--- src/rtl/dpet_pkg.sv ---
// Package for the dirty-page epoch tracker: field widths, request codes and
// default geometry. No dependencies; used by the interfaces and all modules.
`timescale 1ns / 1ps

package dpet_pkg;

  // Request payload widths
  localparam int unsigned ADDR_W  = 32;
  localparam int unsigned LEN_W   = 32;
  localparam int unsigned EPOCH_W = 64;

  // Only the low 30 address bits are significant
  localparam int unsigned ADDR_KEEP_W = 30;

  // Default page geometry
  localparam int unsigned PAGE_SHIFT_DEF = 12;
  localparam int unsigned PAGE_COUNT_DEF = 8192;

  // Request codes
  localparam logic REQ_MARK  = 1'b0;
  localparam logic REQ_QUERY = 1'b1;

endpackage

--- src/rtl/dpet_range.sv ---
// Range decoder: masks the address, checks the range against the tracked
// region and gives the first and last page touched. Depends on dpet_pkg.
`timescale 1ns / 1ps

module dpet_range #(
  parameter int unsigned PAGE_SHIFT = dpet_pkg::PAGE_SHIFT_DEF,
  parameter int unsigned PAGE_COUNT = dpet_pkg::PAGE_COUNT_DEF,
  parameter int unsigned PW         = $clog2(PAGE_COUNT)
) (
  input  logic [dpet_pkg::ADDR_W-1:0] address_i,
  input  logic [dpet_pkg::LEN_W-1:0]  byte_count_i,
  output logic                        ok_o,
  output logic [PW-1:0]               first_o,
  output logic [PW-1:0]               last_o
);

  // Wide enough for a 30-bit base plus a 32-bit length and a 2^32 region
  localparam int unsigned SUM_W = 34;
  localparam logic [SUM_W-1:0] REGION = SUM_W'(PAGE_COUNT) << PAGE_SHIFT;

  logic [SUM_W-1:0] base;
  logic [SUM_W-1:0] stop;
  logic [SUM_W-1:0] stop_m1;
  logic [SUM_W-1:0] first_w;
  logic [SUM_W-1:0] last_w;

  // End of range is exclusive; it may sit exactly on the region end
  assign base    = SUM_W'(address_i[dpet_pkg::ADDR_KEEP_W-1:0]);
  assign stop    = base + SUM_W'(byte_count_i);
  assign stop_m1 = stop - SUM_W'(1);

  assign ok_o = (byte_count_i != '0) && (base < REGION) && (stop <= REGION);

  assign first_w = base >> PAGE_SHIFT;
  assign last_w  = stop_m1 >> PAGE_SHIFT;
  assign first_o = first_w[PW-1:0];
  assign last_o  = last_w[PW-1:0];

endmodule

--- config.mk ---
export PLATFORM = sky130hd
export DESIGN_NAME = dpet_range
export DESIGN_NICKNAME = d
export VERILOG_FILES = /design/src/rtl/dpet_pkg.sv /design/src/rtl/dpet_range.sv
export SDC_FILE = /design/constraint.sdc
export NUM_CORES = 1
export LEC_CHECK = 0
export BUFFER_PORTS_ARGS = -buffer_cell sky130_fd_sc_hd__buf_2
export CORE_MARGIN = 2
export CORE_UTILIZATION = 46
export DETAILED_ROUTE_END_ITERATION = 8
export GPL_TIMING_DRIVEN = 1
export PLACE_DENSITY = 0.78
export SYNTH_ARGS = -nofsm -noshare
export SYNTH_HDL_FRONTEND = slang
export SYNTH_SLANG_ARGS = --single-unit
--- constraint.sdc ---
create_clock -name vclk -period 3.8
set_clock_uncertainty 0.15 [all_clocks]
set_input_delay 0.19 -clock vclk [all_inputs]
set_output_delay 0.19 -clock vclk [all_outputs]
set_load 0.005 [all_outputs]
# After elaboration in Yosys (flattened, before gate mapping)
# Index checks and enable logic that the tools add are counted.
[totals] wordCells=7 regBits=0
[op_classes] add_sub_neg=2 order_cmp=2 n_reduce_logical=3
[op_table] op="$add A30 B32 Y33" count=1
[op_table] op="$le A33 B26 Y1 const B" count=1
[op_table] op="$reduce_bool A32 Y1" count=1
[op_table] op="$lt A30 B26 Y1 const B" count=1
[op_table] op="$sub A25 B1 Y25 const B" count=1
[op_table] op="$logic_and A1 B1 Y1" count=2

# Logic depth before layout (Yosys ltp)
# Gate-level depths: netlist of the first run.
[depth] ltp_word=3 mapped_depth=11 ltp_nobuf=11

# Least setup slack after synthesis of the first run
# No wires, ideal clock.
[synth_path] kind="input to output" startpoint="in address_i[0] (netlist bit)" endpoint="out ok_o" path_stages=11 arrival_time_ps=3657 slack_ps=-197 t_required_ps=3460 path_cell_list="ha_1 -> fa_1 -> xor2_1 -> or3_1 -> a221o_1 -> or4_4 -> or4b_4 -> nor4_4 -> nand4_2 -> o31a_1 -> nor4_2"
[synth_via] elab_chain_cells=3 word_cells_on_any_way=5
[synth_lines] item="from (decl)" line_no="dpet_range.sv:10" source="input logic [dpet_pkg::ADDR_W-1:0] address_i,"
[synth_lines] item="$add A30 B32 Y33 or $lt A30 B26 Y1 (tied branches)" line_no="dpet_range.sv:29, dpet_range.sv:32"
[synth_lines] item="$le A33 B26 Y1 or $logic_and A1 B1 Y1 (tied branches)" line_no="dpet_range.sv:32" source="assign ok_o = (byte_count_i != '0) && (base < REGION) && (stop <= REGION);"
[synth_lines] item="$logic_and A1 B1 Y1 *" line_no="dpet_range.sv:32"
[synth_lines] item="to (decl)" line_no="dpet_range.sv:12" source="output logic ok_o,"
# Mark *: on every way between the ends. The rest lies on a longest branch, timed or not.

# Worst setup path in the final report of the first run
[layout_path] startpoint="in byte_count_i[0] (netlist bit)" endpoint="out ok_o"
[layout_via] elab_chain_cells=3 word_cells_on_any_way=5
[layout_lines] item="from (decl)" line_no="dpet_range.sv:11" source="input logic [dpet_pkg::LEN_W-1:0] byte_count_i,"
[layout_lines] item="$add A30 B32 Y33 or $reduce_bool A32 Y1 (tied branches)" line_no="dpet_range.sv:29, dpet_range.sv:32"
[layout_lines] item="$le A33 B26 Y1 or $logic_and A1 B1 Y1 (tied branches)" line_no="dpet_range.sv:32"
[layout_lines] item="$logic_and A1 B1 Y1 *" line_no="dpet_range.sv:32"
# Marked as above.

==> flow_summary.json, run 1 <==
{
  "status": "finished, violations left",
  "violations": "negative setup slack",
  "fp.dieW_um": 70.77,
  "holdWs_ns": 0.4149,
  "p_per_area_nw_per_um2": 175.3,
  "leakage_nw": 1.322,
  "wl_per_cell_um": 13.77,
  "final_area_sq_um": 2646,
  "yosys.area.top_type_share": 0.1830,
  "cts_hold_buffers": 0,
  "drc": 0,
  "dp_slack_ns": -0.2453,
  "rsz0062_at_grt": "yes",
  "yosys.area.top_type": "ha_1",
  "required_ns": 3.46,
  "critPathTopFamily": "simple AND/OR/NAND/NOR gates",
  "post-synth-top-count-cell": "ha_1",
  "start_util": 0.4742,
  "overflow": 0,
  "ys_warn_count": 0,
  "yosys-top-cells-count": "30 x ha_1, 28 x nand2_1, 27 x a21oi_1, 17 x o21ai_0",
  "grt_max_degree": 11,
  "postSynthCellCount": 293,
  "place_area_sq_um": 2561,
  "critPathMaxStageDelay_ns": 0.52,
  "vias_per_cell": 6.016,
  "instances_no_fill": 434,
  "crit_chain": "buf_8, ha_4, fa_2, xor2_1, or3_1, a221o_1, or4_4, or4b_4, nor4_4, nand4_2, o31a_1, nor4_2, buf_2",
  "cpMaxStageDelayCell": "or4_4",
  "drv_cap": 0,
  "drt_wl_total_mm": 5.976,
  "slew_headroom": 0.6162,
  "ios": 91,
  "synth_nets": 388,
  "crit_arrival_ns": 3.63,
  "cp-end-kind": "primary output",
  "syn_area_per_cell_sq_um": 6.999,
  "placement.io_buffers": 89,
  "synth_area_leaders": "ha_1 18%, a21oi_1 6.6%, xnor2_1 6.4%, nand2_1 5.1%, buf_4 4.8%",
  "antenna_found_initial": 0,
  "via_count": 2611,
  "finalHoldViolCount": 0,
  "drt-initial-drc-count": 257,
  "drive_gt1_frac": 0.3351,
  "synth-seq-area-share": 0,
  "synth_area_sq_um": 2051,
  "core_area_sq_um": 4324,
  "ys_types": 57,
  "regArea_sq_um": 0,
  "grt_usage": 0.2262,
  "timing.final.crit_period_ns": 3.972,
  "ant_nets": 0,
  "syn_to_final_growth_pct": 29.04,
  "critPathBufInv": 2,
  "finalCritPeriodShare": 1.045,
  "max_freq_mhz": 251.8,
  "dieHeight_um": 70.77,
  "setup_viol": 7,
  "crit_type": "in2out",
  "slew_violations": 0,
  "fin_ws_ns": -0.1719,
  "crit_path_max_fanout": 3,
  "peakVddDrop_mv": 0.07967,
  "worst-path-stages": 13,
  "num_rows": 24,
  "antenna_cells": 0,
  "grt_pass1_wl_mm": 9.735,
  "worstHoldPathCells": 2,
  "finish.utilization": 0.6120,
  "fin_nets": 479,
  "gp_congestion": 1.037,
  "dp_cells": 430,
  "tightest_slew_ns": 0.5685,
  "hpwl_mm": 5.191,
  "worstSetupStartpointType": "primary input",
  "hold_class": "in2out",
  "grt_pass1_vias": 2321,
  "die_area_sq_um": 5008,
  "dr.pass1.iters": 5,
  "seq_cells": 0,
  "nClkBuffers": 0
}
[final cells by class]
class / instances / area (sq um)
Tap cell: 52 / 65.06
Multi-Input combinational cell: 261 / 1913
Fill cell: 414 / 1678
Inverter: 11 / 41.29
Timing Repair Buffer: 110 / 626.9
[path summary, 6_finish.rpt]
kind | from | endpoint | slack [ns]
setup / recovery | byte_count_i[0] | ok_o | -0.17
hold / removal | address_i[24] | first_o[12] | 0.41
[timing repair]
action,in CTS,in global routing
buffers inserted,2,2
gates resized for setup,8,4
setup endpoints to repair,8,10
pin swaps,4,2
[cell usage in the layout, fill, tap and decap left out, types with 11 or more instances in the layout]
cell	synthesis	layout
inv_1	11	11
buf_4	13	19
nor4_1	12	12
o21ai_0	17	16
xnor2_1	15	14
nand2_1	28	28
ha_1	30	29
nor2_1	15	14
buf_2	2	87
a21oi_1	27	27
[where the power goes]
part	switching, mW	internal, mW	leakage, nW	total, mW
clock	0	0	0	0
sequential	0	0	0	0
combinational	0.253	0.211	1.32	0.464
[stage by stage]
step | TNS (ns) | total power, mW
2_1_floorplan | 0 | 0.3021
3_5_place_dp | -1.240 | 0.4458
4_1_cts | -0.4558 | 0.4556
3_3_place_gp | -0.8002 | 0.4385
5_1_grt | -1.800 | 0.5101
6_report | -0.5644 | 0.4638
[layer usage]
layer,vias up,GRT usage,part of all wire
li1,1291,-,-
met4,0,0.02096,0.0099
met5,-,0,0
met2,125,0.4206,0.49
met3,9,0.005698,0.068
met1,1186,0.3014,0.43
[kinds of logic (layout without fill, tap and decap cells)]
kind of cell    Yosys count  count (layout)  synth area share
compound gates           97              97            0.3154
xor+xnor                 25              25            0.1068
simple gates            105             105            0.2861
buf+inv                  32             121           0.08359
mux                       3               3           0.01525
fa+ha+maj                31              31            0.1928
(Power assumes the default switching activity.)
==> run 2, diff against run 1 <==
--- a/config.mk
+++ b/config.mk
@@ -11,6 +11,7 @@
 export DETAILED_ROUTE_END_ITERATION = 8
 export GPL_TIMING_DRIVEN = 1
 export PLACE_DENSITY = 0.78
+export REMOVE_ABC_BUFFERS = 1
 export SYNTH_ARGS = -nofsm -noshare
 export SYNTH_HDL_FRONTEND = slang
 export SYNTH_SLANG_ARGS = --single-unit
==> flow_summary.json, run 2 (synthesis results as in run 1) <==
{
  "antenna_found_initial": 0,
  "required_ns": 3.46,
  "timing.final.crit_period_ns": 3.907,
  "slew_violations": 0,
  "drive_gt1_frac": 0.3668,
  "p_int_uw": 236.7,
  "nClkBuffers": 0,
  "num_rows": 24,
  "start_util": 0.4742,
  "hpwl_mm": 5.582,
  "fillers": 400,
  "grt_max_degree": 11,
  "via_count": 2684,
  "leakage_nw": 1.404,
  "place_area_sq_um": 2691,
  "peakVddDrop_mv": 0.08512,
  "slew_headroom": 0.6501,
  "p_clk_frac": 0,
  "fin_ws_ns": -0.1073,
  "grt_pass1_vias": 2412,
  "crit_type": "in2out",
  "p_per_area_nw_per_um2": 179.6,
  "crit_end": "ok_o",
  "drc": 0,
  "instances_no_fill": 450,
  "crit_arrival_ns": 3.57,
  "wl_per_cell_um": 14.46,
  "p_switching_uw": 264.6,
  "gp_congestion": 0.9418,
  "syn_to_final_growth_pct": 36.12,
  "regArea_sq_um": 0,
  "ios": 91,
  "final_area_sq_um": 2791,
  "setup_viol": 5,
  "total_power_uw": 501.3,
  "dieHeight_um": 70.77,
  "holdWs_ns": 0.4185,
  "violations": "negative setup slack",
  "worstSetupStartpoint": "byte_count_i[0]",
  "combPwrFrac": 1.000,
  "dr.pass1.iters": 5,
  "p_sw_frac": 0.5278,
  "layout_commonest_cell": "buf_2",
  "fin_nets": 495,
  "worstSetupStartpointType": "primary input",
  "placement.io_buffers": 89,
  "dp_slack_ns": -0.4298,
  "vias_per_cell": 5.964,
  "hold_class": "in2out",
  "antenna_cells": 0,
  "die_area_sq_um": 5008,
  "setup_tns_ns": -0.2183,
  "layout_common_cells": "87 x buf_2, 35 x buf_4, 29 x ha_1",
  "cp-end-kind": "primary output",
  "crit_path_max_fanout": 3,
  "finalCritPeriodShare": 1.028,
  "core_area_sq_um": 4324,
  "grt_pass1_wl_mm": 10.49,
  "dp_cells": 446,
  "fp.dieW_um": 70.77,
  "drt_wl_total_mm": 6.506,
  "rsz0062_at_grt": "yes",
  "seq_power_share": 0,
  "finish.utilization": 0.6455,
  "status": "finished, violations left",
  "ant_nets": 0,
  "max_freq_mhz": 255.9,
  "drt-initial-drc-count": 296,
  "multiInputGateArea_sq_um": 1929,
  "grt_usage": 0.2461,
  "tightest_slew_ns": 0.5200,
  "drv_cap": 0,
  "overflow": 0,
  "seq_cells": 0,
  "finalHoldViolCount": 0
}
-- run 2: worst max-delay path, stage by stage --
cell and delay [ns]:
buf_8 0.10, ha_4 0.15, fa_2 0.39, a21o_4 0.22, a21oi_2 0.14, mux2_4 0.31
or4_4 0.52, or4b_4 0.52, nor4_4 0.18, nand4_2 0.14, o31a_1 0.27, nor4_2 0.26
buf_2 0.16
-- run 2: power groups by stage --
stage	combinational, mW	clock (mW)	sequential (mW)
6_report	0.501	0	0
5_1_grt	0.546	0	0
4_1_cts	0.490	0	0
3_5_place_dp	0.477	0	0
3_3_place_gp	0.467	0	0
2_1_floorplan	0.290	0	0
-- run 2: worst min-delay path by stage --
stage / from / slack, ns / cells past startpoint / end
after detailed placement: address_i[19] / 0.42 / 2 / first_o[7]
after floorplan: address_i[12] / 0.23 / 0 / first_o[0]
after global routing: address_i[23] / 0.42 / 2 / first_o[11]
final: address_i[13] / 0.42 / 2 / first_o[1]
after CTS: address_i[19] / 0.42 / 2 / first_o[7]
after global placement: address_i[13] / 0.41 / 2 / first_o[1]
-- run 2: layer usage --
layer | global-route usage | vias to the layer above | routed length [um]
met4 | 0.01677 | 0 | 87
met2 | 0.4631 | 116 | 3213
met3 | 0.007123 | 12 | 371
met1 | 0.3253 | 1228 | 2834
met5 | 0 | - | 0
li1 | - | 1328 | -
-- run 2: repair_timing --
action	CTS	global route
hold buffers	0	0
resized for setup	12	5
pin swaps	11	3
setup buffers	4	0
endpoints found under the setup margin	12	9
cloned	0	0
-- run 2: area by class of cell --
cell class / count / area share
repair buffers: 126 / 0.2707
multi-input cells: 261 / 0.6912
well taps: 52 / 0.02331
inverters: 11 / 0.01479
